### src/design/otss_pkg.sv
// shared types and constants of the obstacle and tilt safety supervisor
package otss_pkg;

    localparam int CFG_DIST_W = 12;
    localparam int CFG_TQ_W   = 15;
    localparam int CFG_DATA_W = 15;
    localparam int CFG_IDX_W  = 3;
    localparam int FRAC_W     = 8;
    localparam int QUOT_W     = 8;
    localparam int LIM_W      = 9;
    localparam int SPD_W      = 16;
    localparam int MAG_W      = 17;

    localparam logic [CFG_DIST_W-1:0] STOP_RST = 12'd20;
    localparam logic [CFG_DIST_W-1:0] SLOW_RST = 12'd50;
    localparam logic [CFG_DIST_W-1:0] WARN_RST = 12'd100;
    localparam logic [CFG_TQ_W-1:0]   TQ_LOW_RST  = 15'd50;
    localparam logic [CFG_TQ_W-1:0]   TQ_HIGH_RST = 15'd300;

    localparam int FILT_GAIN  = 77;
    localparam int RAMP_BASE  = 768;
    localparam int RAMP_SLOPE = 1792;
    localparam int RAMP_SCALE = 10;

    localparam logic signed [SPD_W-1:0] DIR_THRESH  = 16'sd5;
    localparam logic [MAG_W-1:0]        MOVE_THRESH = 17'd10;

    localparam logic [LIM_W-1:0] LIM_STOP = 9'd0;
    localparam logic [LIM_W-1:0] LIM_WARN = 9'd204;
    localparam logic [LIM_W-1:0] LIM_FULL = 9'd256;

    typedef enum logic [2:0] {
        SAFE_OK    = 3'd0,
        OBST_FRONT = 3'd1,
        OBST_REAR  = 3'd2,
        TIP_LEFT   = 3'd3,
        TIP_RIGHT  = 3'd4
    } t_safety;

    typedef enum logic [CFG_IDX_W-1:0] {
        CFG_STOP    = 3'd0,
        CFG_SLOW    = 3'd1,
        CFG_WARN    = 3'd2,
        CFG_TQ_LOW  = 3'd3,
        CFG_TQ_HIGH = 3'd4
    } t_cfg_idx;

    function automatic logic [MAG_W-1:0] mag16(input logic signed [SPD_W-1:0] x);
        logic signed [MAG_W-1:0] e;
        e = {x[SPD_W-1], x};
        return x[SPD_W-1] ? MAG_W'(-e) : MAG_W'(e);
    endfunction

endpackage

### src/design/otss_filter.sv
// one step of the keep-previous exponential distance filter
module otss_filter import otss_pkg::*; #(
    parameter int DIST_BITS = 12
) (
    input  logic [DIST_BITS-1:0]        i_reading,
    input  logic [DIST_BITS+FRAC_W-1:0] i_prev,
    output logic [DIST_BITS+FRAC_W-1:0] o_next
);

    localparam int SW = DIST_BITS + FRAC_W;
    localparam int DW = SW + 2;
    localparam int PW = SW + 9;

    logic signed [DW-1:0] diff;
    logic signed [PW-1:0] diff_x;
    logic signed [PW-1:0] prod;
    logic signed [PW-1:0] step;

    always_comb begin
        diff   = $signed({2'b00, i_reading, {FRAC_W{1'b0}}}) - $signed({2'b00, i_prev});
        diff_x = PW'(diff);
        prod   = diff_x * PW'(FILT_GAIN);
        step   = prod >>> FRAC_W;
        if (i_reading == '0) begin
            o_next = i_prev;
        end else if (i_prev == '0) begin
            o_next = {i_reading, {FRAC_W{1'b0}}};
        end else begin
            o_next = i_prev + step[SW-1:0];
        end
    end

endmodule

### src/design/otss_div.sv
// restoring divider for the speed ramp, one quotient bit per cycle
module otss_div import otss_pkg::*; #(
    parameter int NW = 32
) (
    input  logic              i_clk,
    input  logic              i_rst_n,
    input  logic              i_start,
    input  logic [NW-1:0]     i_num,
    input  logic [NW-1:0]     i_den,
    output logic              o_done,
    output logic [QUOT_W-1:0] o_quot
);

    localparam int CNT_W = $clog2(QUOT_W);

    logic              r_busy;
    logic              r_done;
    logic [CNT_W-1:0]  r_cnt;
    logic [NW-1:0]     r_rem;
    logic [NW-1:0]     r_dsh;
    logic [QUOT_W-1:0] r_quot;
    logic              ge;

    assign ge = (r_rem >= r_dsh);

    always_ff @(posedge i_clk) begin
        if (!i_rst_n) begin
            r_busy <= 1'b0;
            r_done <= 1'b0;
        end else begin
            r_done <= 1'b0;
            if (i_start) begin
                r_busy <= 1'b1;
                r_cnt  <= CNT_W'(QUOT_W - 1);
                r_rem  <= i_num;
                r_dsh  <= i_den << (QUOT_W - 1);
            end else if (r_busy) begin
                if (ge) begin
                    r_rem <= r_rem - r_dsh;
                end
                r_quot <= {r_quot[QUOT_W-2:0], ge};
                r_dsh  <= r_dsh >> 1;
                r_cnt  <= r_cnt - 1'b1;
                if (r_cnt == '0) begin
                    r_busy <= 1'b0;
                    r_done <= 1'b1;
                end
            end
        end
    end

    assign o_done = r_done;
    assign o_quot = r_quot;

endmodule

### src/design/obstacle_tilt_safety_supervisor_top.sv
// top level of the obstacle and tilt safety supervisor
//
//   channel  direction  handshake             contents
//   input    in         i_valid / o_ready     four distances, targets, torques, actuals
//   result   out        o_valid / i_ready     stop, state, override, change, two limits
//   config   in         i_cfg_we              i_cfg_idx, i_cfg_data
//
// an item passes from accept to result through 4 filter steps in one shared filter
// unit, a decision state, one division per side in the shared divider that forms
// the ramp limit, then the load of the result register; a new item is accepted only
// once the block is back in idle. o_ready is high only while idle; a new item
// is taken while the previous result still waits, and the block waits at the end
// until the result register is free. synchronous active-low reset, no clearing pass
module obstacle_tilt_safety_supervisor_top import otss_pkg::*; #(
    parameter int DIST_BITS = 12
) (
    input  logic                    i_clk,
    input  logic                    i_rst_n,
    input  logic                    i_valid,
    output logic                    o_ready,
    input  logic [DIST_BITS-1:0]    i_dist_front_left,
    input  logic [DIST_BITS-1:0]    i_dist_front_right,
    input  logic [DIST_BITS-1:0]    i_dist_rear_left,
    input  logic [DIST_BITS-1:0]    i_dist_rear_right,
    input  logic signed [SPD_W-1:0] i_target_left,
    input  logic signed [SPD_W-1:0] i_target_right,
    input  logic signed [SPD_W-1:0] i_torque_left,
    input  logic signed [SPD_W-1:0] i_torque_right,
    input  logic signed [SPD_W-1:0] i_actual_left,
    input  logic signed [SPD_W-1:0] i_actual_right,
    output logic                    o_valid,
    input  logic                    i_ready,
    output logic                    o_stop_request,
    output logic [2:0]              o_state_code,
    output logic                    o_override_active,
    output logic                    o_state_changed,
    output logic [LIM_W-1:0]        o_speed_limit_front,
    output logic [LIM_W-1:0]        o_speed_limit_rear,
    input  logic                    i_cfg_we,
    input  logic [CFG_IDX_W-1:0]    i_cfg_idx,
    input  logic [CFG_DATA_W-1:0]   i_cfg_data
);

    localparam int SW = DIST_BITS + FRAC_W;
    localparam int QW = CFG_DIST_W + FRAC_W;
    localparam int CW = (SW > QW) ? SW : QW;
    localparam int NW = CW + 12;

    typedef enum logic [5:0] {
        S_IDLE   = 6'b000001,
        S_FILT   = 6'b000010,
        S_DECIDE = 6'b000100,
        S_DIV_F  = 6'b001000,
        S_DIV_R  = 6'b010000,
        S_OUT    = 6'b100000
    } t_state;

    t_state r_state, n_state;

    logic [CFG_DIST_W-1:0] r_stop, r_slow, r_warn;
    logic [CFG_TQ_W-1:0]   r_tq_low, r_tq_high;

    logic [SW-1:0]        r_smooth [4];
    logic [DIST_BITS-1:0] r_dist   [4];
    logic [1:0]           r_idx;
    logic                 r_fwd, r_bwd, r_tilt_l, r_tilt_r;
    t_safety              r_safety, n_safety;
    logic                 r_override, n_override;
    logic                 r_stop_res, n_stop_res;
    logic                 r_changed;
    logic [SW-1:0]        r_front, r_rear;
    logic [QUOT_W-1:0]    r_quot_f, r_quot_r;

    logic                 r_o_valid;
    logic                 r_o_stop, r_o_override, r_o_changed;
    logic [2:0]           r_o_state;
    logic [LIM_W-1:0]     r_o_lim_f, r_o_lim_r;

    logic [SW-1:0]        filt_next;
    logic [SW-1:0]        front_min, rear_min;
    logic [CW-1:0]        stop_q, slow_q, warn_q;
    logic [SW-1:0]        div_d;
    logic [CW-1:0]        ramp_den, ramp_num;
    logic [NW-1:0]        div_num, div_den;
    logic                 div_start, div_done;
    logic [QUOT_W-1:0]    div_quot;
    logic [MAG_W-1:0]     mag_ql, mag_qr, mag_al, mag_ar;
    logic                 moving, lift_l, lift_r;
    logic                 in_acc, out_load;
    logic [LIM_W-1:0]     lim_f, lim_r;

    function automatic logic [SW-1:0] side_min(input logic [SW-1:0] a, input logic [SW-1:0] b);
        if (a == '0) begin
            return b;
        end else if (b == '0) begin
            return a;
        end
        return (a < b) ? a : b;
    endfunction

    function automatic logic [LIM_W-1:0] limit_for(
        input logic [SW-1:0]     d,
        input logic [QUOT_W-1:0] q,
        input logic [CW-1:0]     sq,
        input logic [CW-1:0]     lq,
        input logic [CW-1:0]     wq
    );
        logic [CW-1:0] dx;
        dx = CW'(d);
        if (d == '0) begin
            return LIM_FULL;
        end else if (dx < sq) begin
            return LIM_STOP;
        end else if (dx < lq) begin
            return LIM_W'(q);
        end else if (dx < wq) begin
            return LIM_WARN;
        end
        return LIM_FULL;
    endfunction

    assign stop_q = CW'({r_stop, {FRAC_W{1'b0}}});
    assign slow_q = CW'({r_slow, {FRAC_W{1'b0}}});
    assign warn_q = CW'({r_warn, {FRAC_W{1'b0}}});

    assign o_ready  = (r_state == S_IDLE);
    assign in_acc   = i_valid && o_ready;
    assign out_load = (r_state == S_OUT) && (!r_o_valid || i_ready);

    // tilt and direction flags from the item fields
    assign mag_ql = mag16(i_torque_left);
    assign mag_qr = mag16(i_torque_right);
    assign mag_al = mag16(i_actual_left);
    assign mag_ar = mag16(i_actual_right);
    assign moving = (mag_al > MOVE_THRESH) || (mag_ar > MOVE_THRESH);
    assign lift_l = moving && (mag_ql < MAG_W'(r_tq_low)) && (mag_qr > MAG_W'(r_tq_high));
    assign lift_r = moving && !lift_l
                    && (mag_qr < MAG_W'(r_tq_low)) && (mag_ql > MAG_W'(r_tq_high));

    otss_filter #(.DIST_BITS(DIST_BITS)) u_filter (
        .i_reading (r_dist[r_idx]),
        .i_prev    (r_smooth[r_idx]),
        .o_next    (filt_next)
    );

    assign front_min = side_min(r_smooth[0], r_smooth[1]);
    assign rear_min  = side_min(r_smooth[2], r_smooth[3]);

    // ramp operands: (768*den + 1792*num) / (10*den)
    assign div_d     = (r_state == S_DECIDE) ? front_min : r_rear;
    assign ramp_den  = slow_q - stop_q;
    assign ramp_num  = CW'(div_d) - stop_q;
    assign div_num   = NW'(ramp_den) * NW'(RAMP_BASE) + NW'(ramp_num) * NW'(RAMP_SLOPE);
    assign div_den   = NW'(ramp_den) * NW'(RAMP_SCALE);
    assign div_start = (r_state == S_DECIDE) || ((r_state == S_DIV_F) && div_done);

    otss_div #(.NW(NW)) u_div (
        .i_clk   (i_clk),
        .i_rst_n (i_rst_n),
        .i_start (div_start),
        .i_num   (div_num),
        .i_den   (div_den),
        .o_done  (div_done),
        .o_quot  (div_quot)
    );

    // safety state decision
    always_comb begin
        n_safety   = r_safety;
        n_override = r_override;
        n_stop_res = 1'b0;
        if (r_fwd && front_min != '0 && CW'(front_min) < stop_q) begin
            n_safety   = OBST_FRONT;
            n_stop_res = 1'b1;
            if (r_safety != OBST_FRONT) begin
                n_override = 1'b1;
            end
        end else if (r_bwd && rear_min != '0 && CW'(rear_min) < stop_q) begin
            n_safety   = OBST_REAR;
            n_stop_res = 1'b1;
            if (r_safety != OBST_REAR) begin
                n_override = 1'b1;
            end
        end else if (r_tilt_l) begin
            n_safety   = TIP_LEFT;
            n_override = 1'b1;
            n_stop_res = 1'b1;
        end else if (r_tilt_r) begin
            n_safety   = TIP_RIGHT;
            n_override = 1'b1;
            n_stop_res = 1'b1;
        end else if (r_safety != SAFE_OK) begin
            n_safety   = SAFE_OK;
            n_override = 1'b0;
        end
    end

    always_comb begin
        n_state = r_state;
        unique case (r_state)
            S_IDLE: begin
                if (in_acc) begin
                    n_state = S_FILT;
                end
            end
            S_FILT: begin
                if (r_idx == 2'd3) begin
                    n_state = S_DECIDE;
                end
            end
            S_DECIDE: n_state = S_DIV_F;
            S_DIV_F: begin
                if (div_done) begin
                    n_state = S_DIV_R;
                end
            end
            S_DIV_R: begin
                if (div_done) begin
                    n_state = S_OUT;
                end
            end
            S_OUT: begin
                if (out_load) begin
                    n_state = S_IDLE;
                end
            end
            default: n_state = S_IDLE;
        endcase
    end

    assign lim_f = limit_for(r_front, r_quot_f, stop_q, slow_q, warn_q);
    assign lim_r = limit_for(r_rear, r_quot_r, stop_q, slow_q, warn_q);

    always_ff @(posedge i_clk) begin
        if (!i_rst_n) begin
            r_state     <= S_IDLE;
            r_stop      <= STOP_RST;
            r_slow      <= SLOW_RST;
            r_warn      <= WARN_RST;
            r_tq_low    <= TQ_LOW_RST;
            r_tq_high   <= TQ_HIGH_RST;
            r_smooth[0] <= '0;
            r_smooth[1] <= '0;
            r_smooth[2] <= '0;
            r_smooth[3] <= '0;
            r_safety    <= SAFE_OK;
            r_override  <= 1'b0;
            r_idx       <= '0;
            r_o_valid   <= 1'b0;
        end else begin
            r_state <= n_state;

            if (i_cfg_we) begin
                unique case (i_cfg_idx)
                    CFG_STOP:    r_stop    <= i_cfg_data[CFG_DIST_W-1:0];
                    CFG_SLOW:    r_slow    <= i_cfg_data[CFG_DIST_W-1:0];
                    CFG_WARN:    r_warn    <= i_cfg_data[CFG_DIST_W-1:0];
                    CFG_TQ_LOW:  r_tq_low  <= i_cfg_data[CFG_TQ_W-1:0];
                    CFG_TQ_HIGH: r_tq_high <= i_cfg_data[CFG_TQ_W-1:0];
                    default: ;
                endcase
            end

            if (in_acc) begin
                r_dist[0] <= i_dist_front_left;
                r_dist[1] <= i_dist_front_right;
                r_dist[2] <= i_dist_rear_left;
                r_dist[3] <= i_dist_rear_right;
                r_fwd     <= (i_target_left > DIR_THRESH) || (i_target_right > DIR_THRESH);
                r_bwd     <= (i_target_left < -DIR_THRESH) || (i_target_right < -DIR_THRESH);
                r_tilt_l  <= lift_l;
                r_tilt_r  <= lift_r;
                r_idx     <= '0;
            end

            if (r_state == S_FILT) begin
                r_smooth[r_idx] <= filt_next;
                r_idx           <= r_idx + 1'b1;
            end

            if (r_state == S_DECIDE) begin
                r_safety   <= n_safety;
                r_override <= n_override;
                r_stop_res <= n_stop_res;
                r_changed  <= (n_safety != r_safety);
                r_front    <= front_min;
                r_rear     <= rear_min;
            end

            if (r_state == S_DIV_F && div_done) begin
                r_quot_f <= div_quot;
            end
            if (r_state == S_DIV_R && div_done) begin
                r_quot_r <= div_quot;
            end

            if (out_load) begin
                r_o_valid    <= 1'b1;
                r_o_stop     <= r_stop_res;
                r_o_state    <= r_safety;
                r_o_override <= r_override;
                r_o_changed  <= r_changed;
                r_o_lim_f    <= lim_f;
                r_o_lim_r    <= lim_r;
            end else if (r_o_valid && i_ready) begin
                r_o_valid <= 1'b0;
            end
        end
    end

    assign o_valid             = r_o_valid;
    assign o_stop_request      = r_o_stop;
    assign o_state_code        = r_o_state;
    assign o_override_active   = r_o_override;
    assign o_state_changed     = r_o_changed;
    assign o_speed_limit_front = r_o_lim_f;
    assign o_speed_limit_rear  = r_o_lim_r;

endmodule
### config.mk
export PLATFORM = sky130hd
export DESIGN_NAME = obstacle_tilt_safety_supervisor_top
export DESIGN_NICKNAME = d
export VERILOG_FILES = /design/src/design/otss_pkg.sv /design/src/design/otss_filter.sv /design/src/design/otss_div.sv /design/src/design/obstacle_tilt_safety_supervisor_top.sv
export SDC_FILE = /design/constraint.sdc
export NUM_CORES = 1
export LEC_CHECK = 0
export BUFFER_PORTS_ARGS = -buffer_cell sky130_fd_sc_hd__buf_2
export CAP_MARGIN = 20
export CELL_PAD_IN_SITES_DETAIL_PLACEMENT = 0
export CELL_PAD_IN_SITES_GLOBAL_PLACEMENT = 1
export CORE_UTILIZATION = 49
export DETAILED_ROUTE_END_ITERATION = 12
export PLACE_DENSITY = 0.9
export SLEW_MARGIN = 20
export SYNTH_ARGS = -nofsm -noshare
export SYNTH_HDL_FRONTEND = slang
export SYNTH_SLANG_ARGS = --single-unit
### constraint.sdc
create_clock -name i_clk -period 11.7 [get_ports i_clk]
set_clock_uncertainty 0.2 [all_clocks]
set_input_delay 1.17 -clock i_clk [delete_from_list [all_inputs] [get_ports i_clk]]
set_output_delay 1.17 -clock i_clk [all_outputs]
set_load 0.03 [all_outputs]
==> results of run 1 <==
## power by group through the flow
stage / sequential [mW] / combinational [mW] / clock [mW]
after floorplan: 1.53 / 5.93 / 0
after global placement: 1.55 / 7.05 / 0
after detailed placement: 1.55 / 7.11 / 0
after CTS: 1.52 / 7.16 / 1.38
final: 1.52 / 7.19 / 1.36
after global routing: 1.53 / 8.19 / 1.44
## Yosys cell counts, types with 28 or more instances
cell type  instances
inv_1            353
xnor2_1          125
o21ai_0          135
mux2_2            28
nand3_1           34
nand2b_1          49
nor2_1           228
edfxtp_1         288
clkbuf_1          57
a21o_1            84
nor4_1            48
nor2b_1           47
o21a_1            39
ha_1             433
fa_1              56
o211ai_1          38
nor3_1            48
mux4_2            28
a21oi_1          253
xor2_1            49
nand4_1           31
dfxtp_1           83
nand2_1          304
## cell families (layout without fill, tap and decap cells)
family | after synthesis | count (layout) | share of synthesized area [%]
other cells | 0 | 2 | 0
xor+xnor | 176 | 176 | 5.18
flops | 371 | 371 | 34.1
simple gates | 916 | 916 | 14.5
mux | 69 | 69 | 3.77
compound gates | 735 | 735 | 15.6
buf+inv | 422 | 643 | 5.32
fa+ha+maj | 489 | 489 | 21.6
## critical path: cells and delay by family, from the launching register on
| family | cells | cell delay, ps |
|---|---|---|
| AO/OA/AOI/OAI | 12 | 2540 |
| XOR/XNOR | 3 | 580 |
| adder cells (fa/ha/maj) | 7 | 2390 |
| buffers and inverters | 4 | 320 |
| flip-flops | 1 | 830 |
| multiplexers | 1 | 740 |
| AND/OR/NAND/NOR | 9 | 1830 |
## final cells by class
cell class                      instances  share of cell area, %
Antenna cell                            2                 0.0149
Clock buffer                           46                   3.18
Clock inverter                         30                   1.08
Inverter                              356                   3.98
Multi-Input combinational cell       2385                   54.8
Sequential cell                       371                   30.7
Tap cell                              782                   2.92
Timing Repair Buffer                  211                   3.29
## registers in the layout (all words and copies together) (netlist names), 9 cells and up, named ones only
| register | count |
|---|---|
| u_div.r_rem | 32 |
| r_stop | 12 |
| r_warn | 12 |
| r_rear | 20 |
| r_tq_high | 15 |
| r_slow | 12 |
| r_smooth | 80 |
| r_dist | 48 |
| r_front | 20 |
| o_speed_limit_rear | 9 |
| o_speed_limit_front | 9 |
| u_div.r_dsh | 31 |
| r_tq_low | 15 |
## metrics by stage
step | power (mW) | instance area, µm² | cells
floorplan | 7.45 | 30300 | 3178
global placement | 8.59 | 32100 | 4105
detailed placement | 8.65 | 32100 | 4105
CTS | 10.1 | 33600 | 4181
global route | 11.2 | 33600 | 4183
finish | 10.1 | 33600 | 4183
## final timing paths
kind	slack (ps)	cells after the start	endpoint
min reg2reg	220	0	o_state_changed$_DFFE_PP_
max	2090	36	r_smooth[2][19]$_SDFFCE_PN0P_
min	220	0	o_state_changed$_DFFE_PP_
max reg2reg	2090	36	r_smooth[2][19]$_SDFFCE_PN0P_
## routing by layer
metal | share of wire [%] | vias to the layer above | track usage (%)
met4 | 2.7 | 0 | 7.54
met3 | 4.2 | 123 | 2.63
met2 | 48 | 536 | 39.9
met5 | 0 | - | 0
li1 | - | 11800 | -
met1 | 46 | 11100 | 31.6
==> results.py, run 1 <==
metrics = {
    "status": {
        "status": "complete, no violations",
    },
    "power_and_ir_drop": {
        "leakage_nw": 14.3,
        "clkPwrFrac_pct": 13.5,
        "sw_frac_of_total_pct": 44.5,
        "internal_power_mw": 5.59,
        "power_frac_comb_pct": 71.4,
        "p_sw_mw": 4.48,
        "power_frac_seq_pct": 15.1,
        "irDropWorstVdd_uv": 468,
        "power.density_nw_per_um2": 300,
    },
    "grt": {
        "grt_pass1_vias": 22900,
        "grt_overflow": 0,
        "grt_max_degree": 64,
        "grt_pass1_wl_mm": 120,
        "track_usage_pct": 23.6,
        "antenna_found_initial": 3,
    },
    "route": {
        "vias": 23600,
        "first_pass_iters": 8,
        "via_per_inst": 5.64,
        "wl_mm": 74.3,
        "final_antenna_net_count": 0,
        "drc_errors": 0,
        "initialDrtViolationCount": 1398,
        "wl_per_cell_um": 17.8,
    },
    "die": {
        "dieArea_um2": 62800,
        "die_w_um": 251,
        "pin_count": 193,
        "initial_core_util_pct": 49.9,
        "die-height_um": 251,
        "num_rows": 90,
        "core_area_um2": 60700,
    },
    "clock_tree": {
        "cts_buffer_depth": 3,
        "clk_pin_slew_ps": 70,
        "cts_hold_buffers": 0,
        "cts.sinks": 371,
        "ctsResizeCount": 0,
        "cts_buffers": 42,
        "h-tree-depth": 2,
        "clk_latency_ps": 600,
        "cts_tree": "yes",
        "cts_root_buffer": "clkbuf_16",
        "cts_setup_buffers": 0,
    },
    "run": {
        "cap_violations": 0,
    },
    "timing": {
        "hold_viol": 0,
        "tns_ps": 0,
        "fmax_mhz": 104,
        "fin_crit_sh_pct": 82.2,
        "maxSlewHeadroom_pct": 26.8,
        "setup_ws_ps": 2090,
        "tightest_slew_ps": 1090,
        "min_period_ps": 9610,
        "rsz0062_at_grt": "false",
        "whs_ps": 218,
        "setup_violations": 0,
        "slew_violations": 0,
    },
    "logic_synthesis": {
        "synth_cells": 3178,
        "synth_area_leaders": "edfxtp_1 29%, ha_1 18%, dfxtp_1 5.5%, inv_1 4.4%, a21oi_1 4.2%",
        "synth_top_area_share_pct": 28.6,
        "async_flop_share_pct": 0,
        "synth-warning-count": 0,
        "ys_seq_area_share_pct": 34.1,
        "synth_edf_count": 288,
        "avgSynthCellArea_um2": 9.53,
        "syn_area_um2": 30300,
        "ys_ff_latch": 371,
        "synth_ff_type": "edfxtp_1",
        "synth_cell_types": 89,
        "synth.largest_area_cell": "edfxtp_1",
        "synth_nets": 3834,
    },
    "final_layout": {
        "area_growth_pct": 10.9,
        "regArea_um2": 10300,
        "final_util_pct": 55.3,
        "multi_input_area_um2": 18400,
        "drive_gt1_share_pct": 11.1,
        "final_cell_mix": "433 x ha_1, 353 x inv_1, 303 x nand2_1",
        "fillCellCount": 5344,
        "final_common_cell": "ha_1",
        "final_nets": 4023,
    },
    "min_path": {
        "holdCritStartpoint": "r_changed$_DFFE_PP_",
        "hp-class": "flop to flop",
    },
    "placement": {
        "dp_slack_ps": 2060,
        "io_buffer_count": 192,
        "gp_congestion": 0.911,
        "dp.final_hpwl_mm": 58.2,
    },
    "critical_path": {
        "slowest_delay_ps": 830,
        "cpMostUsedCell": "ha_1",
        "end_kind": "flop",
        "crit_type": "flop to flop",
        "crit_slowest_cell": "dfxtp_2",
        "crit_arrival_ps": 9820,
        "worstPathRequired_ps": 11910,
        "crit_fanout": 21,
        "start_kind": "flop",
    },
}
Note: power is estimated with default switching activity, not from simulation.
==> run 2, diff against run 1 <==
clock period = 9.5 ns   (was 11.7 ns; I/O delays follow)
==> run 2 against run 1 <==
First-iteration DRC count is 21% higher. Utilization grew 0.25 points. Non-clock buffer count is 5 higher.
==> results.py, run 2 (synthesis results as in run 1) <==
metrics = {
    "final_layout": {
        "area_growth_pct": 11.4,
        "final_cell_mix": "433 x ha_1, 353 x inv_1, 303 x nand2_1",
        "largest_reg_flops": 80,
        "final_common_cell": "ha_1",
        "final_util_pct": 55.5,
        "final_nets": 4029,
        "drive_gt1_share_pct": 11.5,
        "regArea_um2": 10300,
        "multi_input_area_um2": 18400,
        "fillCellCount": 5363,
        "top_regs": "r_smooth x80, r_dist x48, u_div.r_rem x32",
        "regMostFlops": "r_smooth",
    },
    "critical_path": {
        "crit_arrival_ps": 9060,
        "crit_type": "flop to flop",
        "start_kind": "flop",
        "critical_path_cell_count": 36,
        "end_kind": "flop",
        "crit_slowest_cell": "mux4_2",
        "crit_family": "adder cells",
        "worstPathRequired_ps": 9700,
        "crit_end": "r_smooth[2][19]$_SDFFCE_PN0P_",
        "ff2ff_setup_slack_ps": 640,
        "slowest_delay_ps": 630,
        "r2r-end": "r_smooth[2][19]$_SDFFCE_PN0P_",
        "critical_path_buf_inv_count": 4,
        "rr_worst_depth": 36,
        "cpMostUsedCell": "ha_1",
        "crit_fanout": 20,
    },
    "timing": {
        "hold_viol": 0,
        "tns_ps": 0,
        "rsz0062_at_grt": "false",
        "fin_crit_sh_pct": 93.2,
        "min_period_ps": 8860,
        "fmax_mhz": 113,
        "slew_violations": 0,
        "maxSlewHeadroom_pct": 30.1,
        "setup_violations": 0,
        "tightest_slew_ps": 1050,
    },
    "grt": {
        "grt_pass1_wl_mm": 121,
        "grt_pass1_vias": 23200,
        "track_usage_pct": 23.9,
        "antenna_found_initial": 1,
        "grt_overflow": 0,
        "grt_max_degree": 64,
    },
    "clock_tree": {
        "cts_root_buffer": "clkbuf_16",
        "clk_latency_ps": 590,
        "cts_buffer_depth": 3,
        "cts_buffers": 43,
        "clk_pin_slew_ps": 60,
        "cts_tree": "yes",
        "cts.sinks": 371,
        "cts_hold_buffers": 0,
        "h-tree-depth": 2,
    },
    "route": {
        "via_per_inst": 5.72,
        "first_pass_iters": 5,
        "wl_per_cell_um": 18.0,
        "wl_mm": 75.5,
        "vias": 23900,
        "drc_errors": 0,
        "final_antenna_net_count": 0,
        "initialDrtViolationCount": 1694,
    },
    "placement": {
        "dp.final_hpwl_mm": 58.9,
        "io_buffer_count": 192,
        "gp_congestion": 0.954,
    },
    "die": {
        "core_area_um2": 60700,
        "pin_count": 193,
        "die_w_um": 251,
        "die-height_um": 251,
        "dieArea_um2": 62800,
        "initial_core_util_pct": 49.9,
        "num_rows": 90,
    },
    "status": {
        "status": "complete, no violations",
    },
    "power_and_ir_drop": {
        "power.density_nw_per_um2": 374,
        "leakage_nw": 14.4,
        "irDropWorstVdd_uv": 597,
    },
    "min_path": {
        "hp-class": "flop to flop",
    },
    "run": {
        "cap_violations": 0,
    },
}
==> run 2: changes by cell type in the layout (fill, tap and decap cells not counted), moves of 2 or more <==
cell,previous run,this run
clkbuf_1,4,8
xnor2_1,125,123
clkinv_1,9,4
buf_4,19,23
xnor2_2,0,2
clkbuf_8,0,2
clkinv_4,1,3
==> run 2: worst min-delay path by stage <==
| stage | startpoint | end | slack (ps) | cells after the start |
|---|---|---|---|---|
| finish | r_changed$_DFFE_PP_ | o_state_changed$_DFFE_PP_ | 220 | 0 |
| detailed placement | r_changed$_DFFE_PP_ | o_state_changed$_DFFE_PP_ | 200 | 0 |
| global placement | r_changed$_DFFE_PP_ | o_state_changed$_DFFE_PP_ | 200 | 0 |
| global route | r_changed$_DFFE_PP_ | o_state_changed$_DFFE_PP_ | 250 | 0 |
| CTS | r_changed$_DFFE_PP_ | o_state_changed$_DFFE_PP_ | 220 | 0 |
| floorplan | r_changed$_DFFE_PP_ | o_state_changed$_DFFE_PP_ | 200 | 0 |
==> run 2: cell type report <==
type	count	area share (%)
Timing Repair Buffer	216	3.40
Clock inverter	26	1.13
Inverter	356	3.96
Sequential cell	371	30.6
Clock buffer	53	3.36
Tap cell	782	2.90
Antenna cell	1	0.00742
Multi-Input combinational cell	2385	54.7
==> run 2: layer usage <==
layer / vias to the layer above / share of wire [%] / track usage, % / wire length [µm]
met5: - / 0 / 0 / 0
met4: 0 / 3.6 / 9.43 / 2750
met3: 142 / 4.6 / 2.28 / 3440
met2: 624 / 47 / 40.1 / 35800
met1: 11300 / 44 / 31.8 / 33600
li1: 11800 / - / - / -
==> run 2: timing repair <==
action / in CTS / in global routing
endpoints found under the setup margin: 0 / 8
gates resized for setup: 0 / 5
setup buffers: 0 / 0
==> run 2: through the flow <==
step | std cells | power [mW] | cell area, µm² | hold WS, ps | setup slack (ps)
final | 4190 | 12.6 | 33700 | 219 | 641
after global routing | 4190 | 13.9 | 33700 | 246 | 28.7
after CTS | 4188 | 12.6 | 33700 | 222 | 399
after detailed placement | 4109 | 10.7 | 32200 | 205 | 442
after global placement | 4109 | 10.7 | 32200 | 203 | 537
after floorplan | 3178 | 9.18 | 30300 | 200 | 960
==> run 2: power by group <==
part           internal [mW]  switching (mW)
Clock                   1.06           0.718
Combinational           4.10            4.87
Sequential              1.82          0.0556
Total                   6.98            5.65
